`src/rtl/ttb_pkg.sv`:
```
`default_nettype none

package ttb_pkg;

  localparam int TILE_PIXELS_D       = 16;
  localparam int TILE_CAPACITY_D     = 1024;
  localparam int BIN_CAPACITY_D      = 8192;
  localparam int TRIANGLE_CAPACITY_D = 1024;

  localparam int COORD_W     = 12;
  localparam int GRID_W      = 11;
  localparam int QIDX_W      = 13;
  localparam int START_OUT_W = 14;
  localparam int COUNT_OUT_W = 11;
  localparam int ID_OUT_W    = 10;
  localparam int TILE_IDX_W  = 23;

  localparam logic [1:0] KIND_LOAD = 2'd0;
  localparam logic [1:0] KIND_TILE = 2'd1;
  localparam logic [1:0] KIND_BIN  = 2'd2;

  localparam logic REG_GRID_WIDTH  = 1'b0;
  localparam logic REG_GRID_HEIGHT = 1'b1;

  localparam logic [GRID_W-1:0] GRID_RESET = 11'd32;

  typedef struct packed {
    logic [COORD_W-1:0] left;
    logic [COORD_W-1:0] top;
    logic [COORD_W-1:0] right;
    logic [COORD_W-1:0] bottom;
  } box_t;

  typedef struct packed {
    logic                  run;
    logic                  hit;
    logic [TILE_IDX_W-1:0] tile;
  } walk_stat_t;

  function automatic int addr_w(input int depth);
    return (depth > 1) ? $clog2(depth) : 1;
  endfunction

endpackage

`default_nettype wire

```
`src/rtl/ttb_tile_walker.sv`:
```
`default_nettype none

module ttb_tile_walker #(
  parameter int TILE_PIXELS = ttb_pkg::TILE_PIXELS_D
) (
  input  wire logic                              clk,
  input  wire logic                              rst_n,
  input  wire logic                              load,
  input  wire ttb_pkg::box_t                     box,
  input  wire logic [ttb_pkg::GRID_W-1:0]        grid_w,
  input  wire logic [ttb_pkg::GRID_W-1:0]        grid_h,
  input  wire logic [ttb_pkg::TILE_IDX_W-1:0]    tiles_n,
  input  wire logic                              adv,
  output ttb_pkg::walk_stat_t                    stat,
  output logic                                   idle
);

  localparam int GW  = ttb_pkg::GRID_W;
  localparam int TW  = ttb_pkg::TILE_IDX_W;
  localparam int DSH = $clog2(TILE_PIXELS);
  localparam int SH  = ttb_pkg::COORD_W + DSH;
  localparam int PW  = ttb_pkg::COORD_W + SH;
  localparam logic [SH-1:0] RECIP = SH'((64'd1 << SH) / TILE_PIXELS + 64'd1);

  typedef enum logic [1:0] {W_IDLE, W_SETUP, W_RUN} wstate_t;

  wstate_t       state_r;
  logic [GW-1:0] x0_r, y0_r, x1_r, y1_r, x_r, y_r;
  logic [TW-1:0] row_r;
  logic [GW-1:0] x1c, y1c;
  logic          empty;
  logic [TW-1:0] tile;
  logic          past;

  // Exact quotient by the tile size through a rounded-up reciprocal.
  function automatic logic [GW-1:0] tdiv(input logic [ttb_pkg::COORD_W-1:0] v);
    logic [PW-1:0] p;
    p = PW'(v) * PW'(RECIP);
    return p[SH +: GW];
  endfunction

  always_comb begin
    x1c   = (x1_r >= grid_w) ? grid_w - GW'(1) : x1_r;
    y1c   = (y1_r >= grid_h) ? grid_h - GW'(1) : y1_r;
    empty = (grid_w == '0) || (grid_h == '0) || (x0_r > x1c) || (y0_r > y1c);
    tile  = row_r + TW'(x_r);
    past  = row_r >= tiles_n;
  end

  always_ff @(posedge clk) begin
    if (!rst_n) begin
      state_r <= W_IDLE;
    end else begin
      unique case (state_r)
        W_IDLE: begin
          if (load) begin
            x0_r    <= tdiv(box.left);
            y0_r    <= tdiv(box.top);
            x1_r    <= tdiv(box.right);
            y1_r    <= tdiv(box.bottom);
            state_r <= W_SETUP;
          end
        end
        W_SETUP: begin
          x1_r    <= x1c;
          y1_r    <= y1c;
          x_r     <= x0_r;
          y_r     <= y0_r;
          row_r   <= TW'(y0_r) * TW'(grid_w);
          state_r <= empty ? W_IDLE : W_RUN;
        end
        W_RUN: begin
          if (past) begin
            state_r <= W_IDLE;
          end else if (adv) begin
            if (x_r == x1_r) begin
              if (y_r == y1_r) begin
                state_r <= W_IDLE;
              end else begin
                y_r   <= y_r + GW'(1);
                x_r   <= x0_r;
                row_r <= row_r + TW'(grid_w);
              end
            end else begin
              x_r <= x_r + GW'(1);
            end
          end
        end
        default: state_r <= W_IDLE;
      endcase
    end
  end

  assign stat.run  = (state_r == W_RUN) && !past;
  assign stat.hit  = tile < tiles_n;
  assign stat.tile = tile;
  assign idle      = state_r == W_IDLE;

endmodule

`default_nettype wire

```
`config.mk`:
```
export PLATFORM = sky130hd
export DESIGN_NAME = ttb_tile_walker
export DESIGN_NICKNAME = d
export VERILOG_FILES = /design/src/rtl/ttb_pkg.sv /design/src/rtl/ttb_tile_walker.sv
export SDC_FILE = /design/constraint.sdc
export NUM_CORES = 1
export LEC_CHECK = 0
export BUFFER_PORTS_ARGS = -buffer_cell sky130_fd_sc_hd__buf_2
export CORE_MARGIN = 2
export CORE_UTILIZATION = 55
export DETAILED_ROUTE_END_ITERATION = 10
export PLACE_DENSITY = 0.89
export SKIP_LAST_GASP = 1
export SYNTH_ARGS = -nofsm -noshare
export SYNTH_HDL_FRONTEND = slang
export SYNTH_SLANG_ARGS = --single-unit
```
`constraint.sdc`:
```
create_clock -name clk -period 4.4 [get_ports clk]
set_input_delay 0.22 -clock clk [delete_from_list [all_inputs] [get_ports clk]]
set_output_delay 0.22 -clock clk [all_outputs]
set_load 0.05 [all_outputs]
```
# Word-level counts from Yosys, hierarchy flattened
# Index checks and enable logic that the tools add are counted.
# word_totals
in_bits	97
ff_bits	87
# op_classes
n_lt_le_gt_ge	6
muxes	28
eq_ne	13
n_mul	5
reduce_logical	15
addsub	6
# ops
op	n
two-way mux 11 bit	12
multiplier 12 x 13 -> 25 bit, second input constant	4
two-way mux 23 bit	4
case mux 11 bit (2 select lines)	4
adder 23 x 11 -> 23 bit	2
case mux 23 bit (2 select lines)	1
greater-or-equal comparator 23 bit	1
< comparator 23 bit	1
adder 11 x 1 -> 11 bit, second input constant	2
== test 11 bit	2
greater-or-equal comparator 11 bit	2
> comparator 9 x 11 -> 1 bit	2
zero test 11 bit	2
subtractor 11 x 1 -> 11 bit, second input constant	2
multiplier 9 x 11 -> 20 bit	1
two-way mux 2 bit	6
inequality test 3 bit, second input constant	4
inequality test 2 bit, second input constant	5
case mux 2 bit (3 select lines)	1
AND reduction 3 bit	2
AND reduction 6 bit	1
AND reduction 5 bit	1
AND reduction 4 bit	1
nonzero test 2 bit	2
other kinds (6)	8

# Depth between registers and ports, before layout
# logic_depth
word_depth	7
depth_mapped	19
mapped_depth_nobuf	18

# Worst setup path before layout
# No wires, ideal clock.
# synth_timing
kind	register to output
from	register x_r[0]
to	output port stat[23] in the netlist's numbering
arrival_time_ns	5.056
t_required_ns	4.180
stages_incl_launch_ff	19
n_path_buf	0
path_slack_ns	-0.876
cell_sequence	edfxtp_1 > ha_1 > inv_1 > fa_1 > nor2b_1 > o31a_1 > o31ai_1 > a21oi_1 > a41o_1 > nand2_1 > xnor2_1 > ha_1 > a21o_1 > a21oi_1 > nor2b_1 > o21ai_0 > and4b_1 > nand2_1 > o21ai_0
# synth_rtl
item	line_no	text
from (decl)	ttb_tile_walker.sv:28	logic [GW-1:0] x0_r, y0_r, x1_r, y1_r, x_r, y_r;
from (signal assigned)	ttb_tile_walker.sv:67	x_r <= x0_r;
from (signal assigned)	ttb_tile_walker.sv:81	x_r <= x0_r;
from (signal assigned)	ttb_tile_walker.sv:85	x_r <= x_r + GW'(1);
to (decl)	ttb_tile_walker.sv:14	output ttb_pkg::walk_stat_t stat,

# Final worst setup path
# layout_timing
from	register y0_r[1]
to	register row_r[18] (data pin)
# layout_between
elab_chain_cells	2
# layout_rtl
item	line_no	text
from (decl)	ttb_tile_walker.sv:28	
from (signal assigned)	ttb_tile_walker.sv:58	y0_r <= tdiv(box.top);
multiplier 9 x 11 -> 20 bit	ttb_tile_walker.sv:69	row_r <= TW'(y0_r) * TW'(grid_w);
case mux 23 bit (2 select lines)	ttb_tile_walker.sv:54	unique case (state_r)
to (signal assigned)	ttb_tile_walker.sv:69	
to (signal assigned)	ttb_tile_walker.sv:82	row_r <= row_r + TW'(grid_w);
to (decl)	ttb_tile_walker.sv:29	logic [TW-1:0] row_r;
# No other way between the ends.
# A chain may end at the register's enable or synchronous reset.

==> impl_metrics.env <==
export IMPL_final_area_mm2=0.01302
export IMPL_fin_crit_sh=1.105
export IMPL_status="complete, but fails checks"
export IMPL_fp_dieH_um=143.7
export IMPL_slew_viol_final=0
export IMPL_ant_nets=0
export IMPL_insertion_delay_ns=0.37
export IMPL_hold_path_end="x0_r[3]"
export IMPL_max_freq_ghz=0.2056
export IMPL_hp_start="box[43]"
export IMPL_period_minus_slack_ns=4.863
export IMPL_path_class="flop to flop"
export IMPL_final_setup_viol_count=12
export IMPL_die_area_mm2=0.02066
export IMPL_clkSinkCount=85
export IMPL_holdPathStages=1
export IMPL_die_x_um=143.7
export IMPL_core_area_mm2=0.01933
export IMPL_synth_area_leaders="edfxtp_1 23%, ha_1 18%, fa_1 11%"
export IMPL_drt_pass1_iterations=6
export IMPL_grt_use_met2=0.4987
export IMPL_nets=1708
export IMPL_regToRegEndpoint="row_r[18]"
export IMPL_violations="negative setup slack"
export IMPL_clkSlewWorstSetupHoldPaths_ns=0.08
export IMPL_yosys_cell_count_top_type="ha_1"
export IMPL_synth_area_mm2=0.01074
export IMPL_placed_cell_area_mm2=0.01208
export IMPL_rows=51
export IMPL_grt_pass1_vias=9782
export IMPL_ys_warn_count=0
export IMPL_antenna_cells=0
export IMPL_drt_iter0_drc=991
export IMPL_yosysSeqAreaShare=0.2358
export IMPL_cp_required_ns=4.51
export IMPL_cp_max_fo=4
export IMPL_grtUsageMet3=0.05132
export IMPL_vias=9965
export IMPL_rr_startpoint="y0_r[1]"
export IMPL_via_per_inst=5.981
export IMPL_yosys_cell_types_count=63
export IMPL_tightest_slew_ns=1.315
export IMPL_cts_tree="yes"
export IMPL_reg2reg_depth=17
export IMPL_peakVddDrop_mv=0.2773
export IMPL_skew_ns=0.01472
export IMPL_synth_largest_area_cell="edfxtp_1"
export IMPL_io_pins=123
export IMPL_gp_congestion=0.9375
export IMPL_gr_usage_all_layers=0.2835
export IMPL_start_util=0.5554
export IMPL_port_buffers=106
export IMPL_synth_common_cells="158 x ha_1, 151 x inv_1, 109 x nand2_1"
export IMPL_slew_headroom=0.1236
export IMPL_rsz0062_at_grt="yes"
export IMPL_synthCells=1216
export IMPL_antenna_found_initial=0
export IMPL_hold_viol_final=0
export IMPL_synthesis_nets=1528
export IMPL_synthToLayoutAreaGrowth_pct=21.25
export IMPL_power_mw=4.991
export IMPL_grt_use_met1=0.3338
export IMPL_clock_path_buffers=2
export IMPL_grt_pass1_wl_mm=46.15
export IMPL_cts_max_level=3
export IMPL_final_util=0.6734
export IMPL_top_usage_layer="met2"
export IMPL_arrival_ns=4.98
export IMPL_cts_buffers=9
export IMPL_wl_mm=31.22
export IMPL_drc=0
export IMPL_worst_setup_path_start_kind="flop"
export IMPL_holdBufCountCts=0
export IMPL_setup_slack_ns=-0.4627
export IMPL_nFillCells=1335
export IMPL_layout_drive_gt1_share=0.2313
export IMPL_grt_max_degree=64
export IMPL_cap_viol_max_count=0
export IMPL_cts_root_buffer="clkbuf_16"
export IMPL_hpwlAfterDp_mm=22.47
export IMPL_gr_total_overflow=0
export IMPL_ys_ff_latch=85
export IMPL_synthArstFlopShare=0
export IMPL_synth_top_area_frac=0.2321
export IMPL_wl_per_cell_um=18.74
export IMPL_synth_edf_count=83
export IMPL_end_kind="flop"
export IMPL_p_leak_nw=6.006
export IMPL_r2r_setup_slack_ns=-0.46
export IMPL_hp_class="input port to flop"
export IMPL_powerDensity_mw_per_mm2=383.4
export IMPL_synth_flop_cell="edfxtp_1"
export IMPL_syn_area_per_cell_um2=8.830
export IMPL_stdcell_count=1666
export IMPL_post_place_cells=1618
[layer usage]
layer,wire length (um),vias to the layer above,share of wire
met5,0,-,0
met4,1531,0,0.049
met3,2813,145,0.090
met2,15080,553,0.48
met1,11800,4682,0.38
li1,-,4585,-
[worst max-delay path: stages (launching register included)]
cell and delay [ns]:
edfxtp_1 0.44, buf_4 0.15, nand2_1 0.07, fa_1 0.53, inv_1 0.06, fa_1 0.52
inv_1 0.06, fa_2 0.45, fa_1 0.55, inv_1 0.07, ha_4 0.27, o21a_1 0.13
o31a_1 0.23, o22ai_4 0.11, o21a_1 0.22, a21oi_2 0.20, mux2_4 0.32, a31o_2 0.23
[report_power, final]
| group | internal, mW | switching (mW) |
|---|---|---|
| combinational | 1.41 | 1.70 |
| sequential | 1.02 | 0.0899 |
| clock | 0.407 | 0.360 |
[state kept, by name (all words and copies together), names as in the netlist]
register / cells
row_r: 23
state_r: 2
x1_r: 11
y_r: 11
y0_r: 8
y1_r: 11
x_r: 11
x0_r: 8
[cell families after synthesis]
| group | after synthesis | share of synthesized area |
|---|---|---|
| and+or+nand+nor | 369 | 0.1721 |
| buffers and inverters | 195 | 0.06863 |
| xor gates and xnor gates | 99 | 0.08075 |
| AOI/OAI and AO/OA | 243 | 0.1423 |
| muxes | 10 | 0.01002 |
| adders and majority gates | 215 | 0.2904 |
| DFF | 85 | 0.2358 |
[worst max path at each step]
stage,startpoint,endpoint,slack (ns),cells after the start
floorplan,x_r[0],stat[23],-0.36,17
global placement,y0_r[5],row_r[18],-0.23,15
detailed placement,y0_r[2],row_r[18],-0.40,19
CTS,y0_r[1],row_r[18],-0.31,17
global route,y0_r[1],row_r[18],-0.57,17
finish,y0_r[1],row_r[18],-0.46,17
[timing repair]
action,in CTS,in global routing
gates resized for setup,36,67
setup endpoints to repair,11,12
buffers inserted,13,19
pin swaps,22,54
endpoints found under the hold margin,0,0
gates cloned,0,0
[layout by cell type (no fill, tap or decap), drive strengths merged, types with 58 or more instances in the layout]
master | Yosys | final
buf | 4 | 212
xnor2 | 72 | 72
ha | 158 | 158
edfxtp | 83 | 83
inv | 151 | 154
nand2 | 109 | 109
and2 | 58 | 58
nor2 | 71 | 71
a21oi | 59 | 59
o21ai | 77 | 77
[final cells by class]
type                    count  area [um^2]  area share
clock buffers              10        239.0     0.01835
clock inverters             6        52.55    0.004036
inverters                 152        570.5     0.04382
multi-input cells         936         7905      0.6071
flip-flops and latches     85         2532      0.1945
well taps                 265        331.6     0.02547
repair buffers            212         1389      0.1067
[through the flow]
step | setup slack [ns] | hold WS [ns] | TNS [ns]
global route | -0.5669 | 0.03172 | -4.392
global placement | -0.2271 | 0.3966 | -1.100
floorplan | -0.3624 | 0.3189 | -0.6274
CTS | -0.3060 | 0.02381 | -1.595
detailed placement | -0.3957 | 0.3982 | -2.129
finish | -0.4627 | 0.02173 | -2.744
No activity file was read; power rests on OpenSTA's default activity.
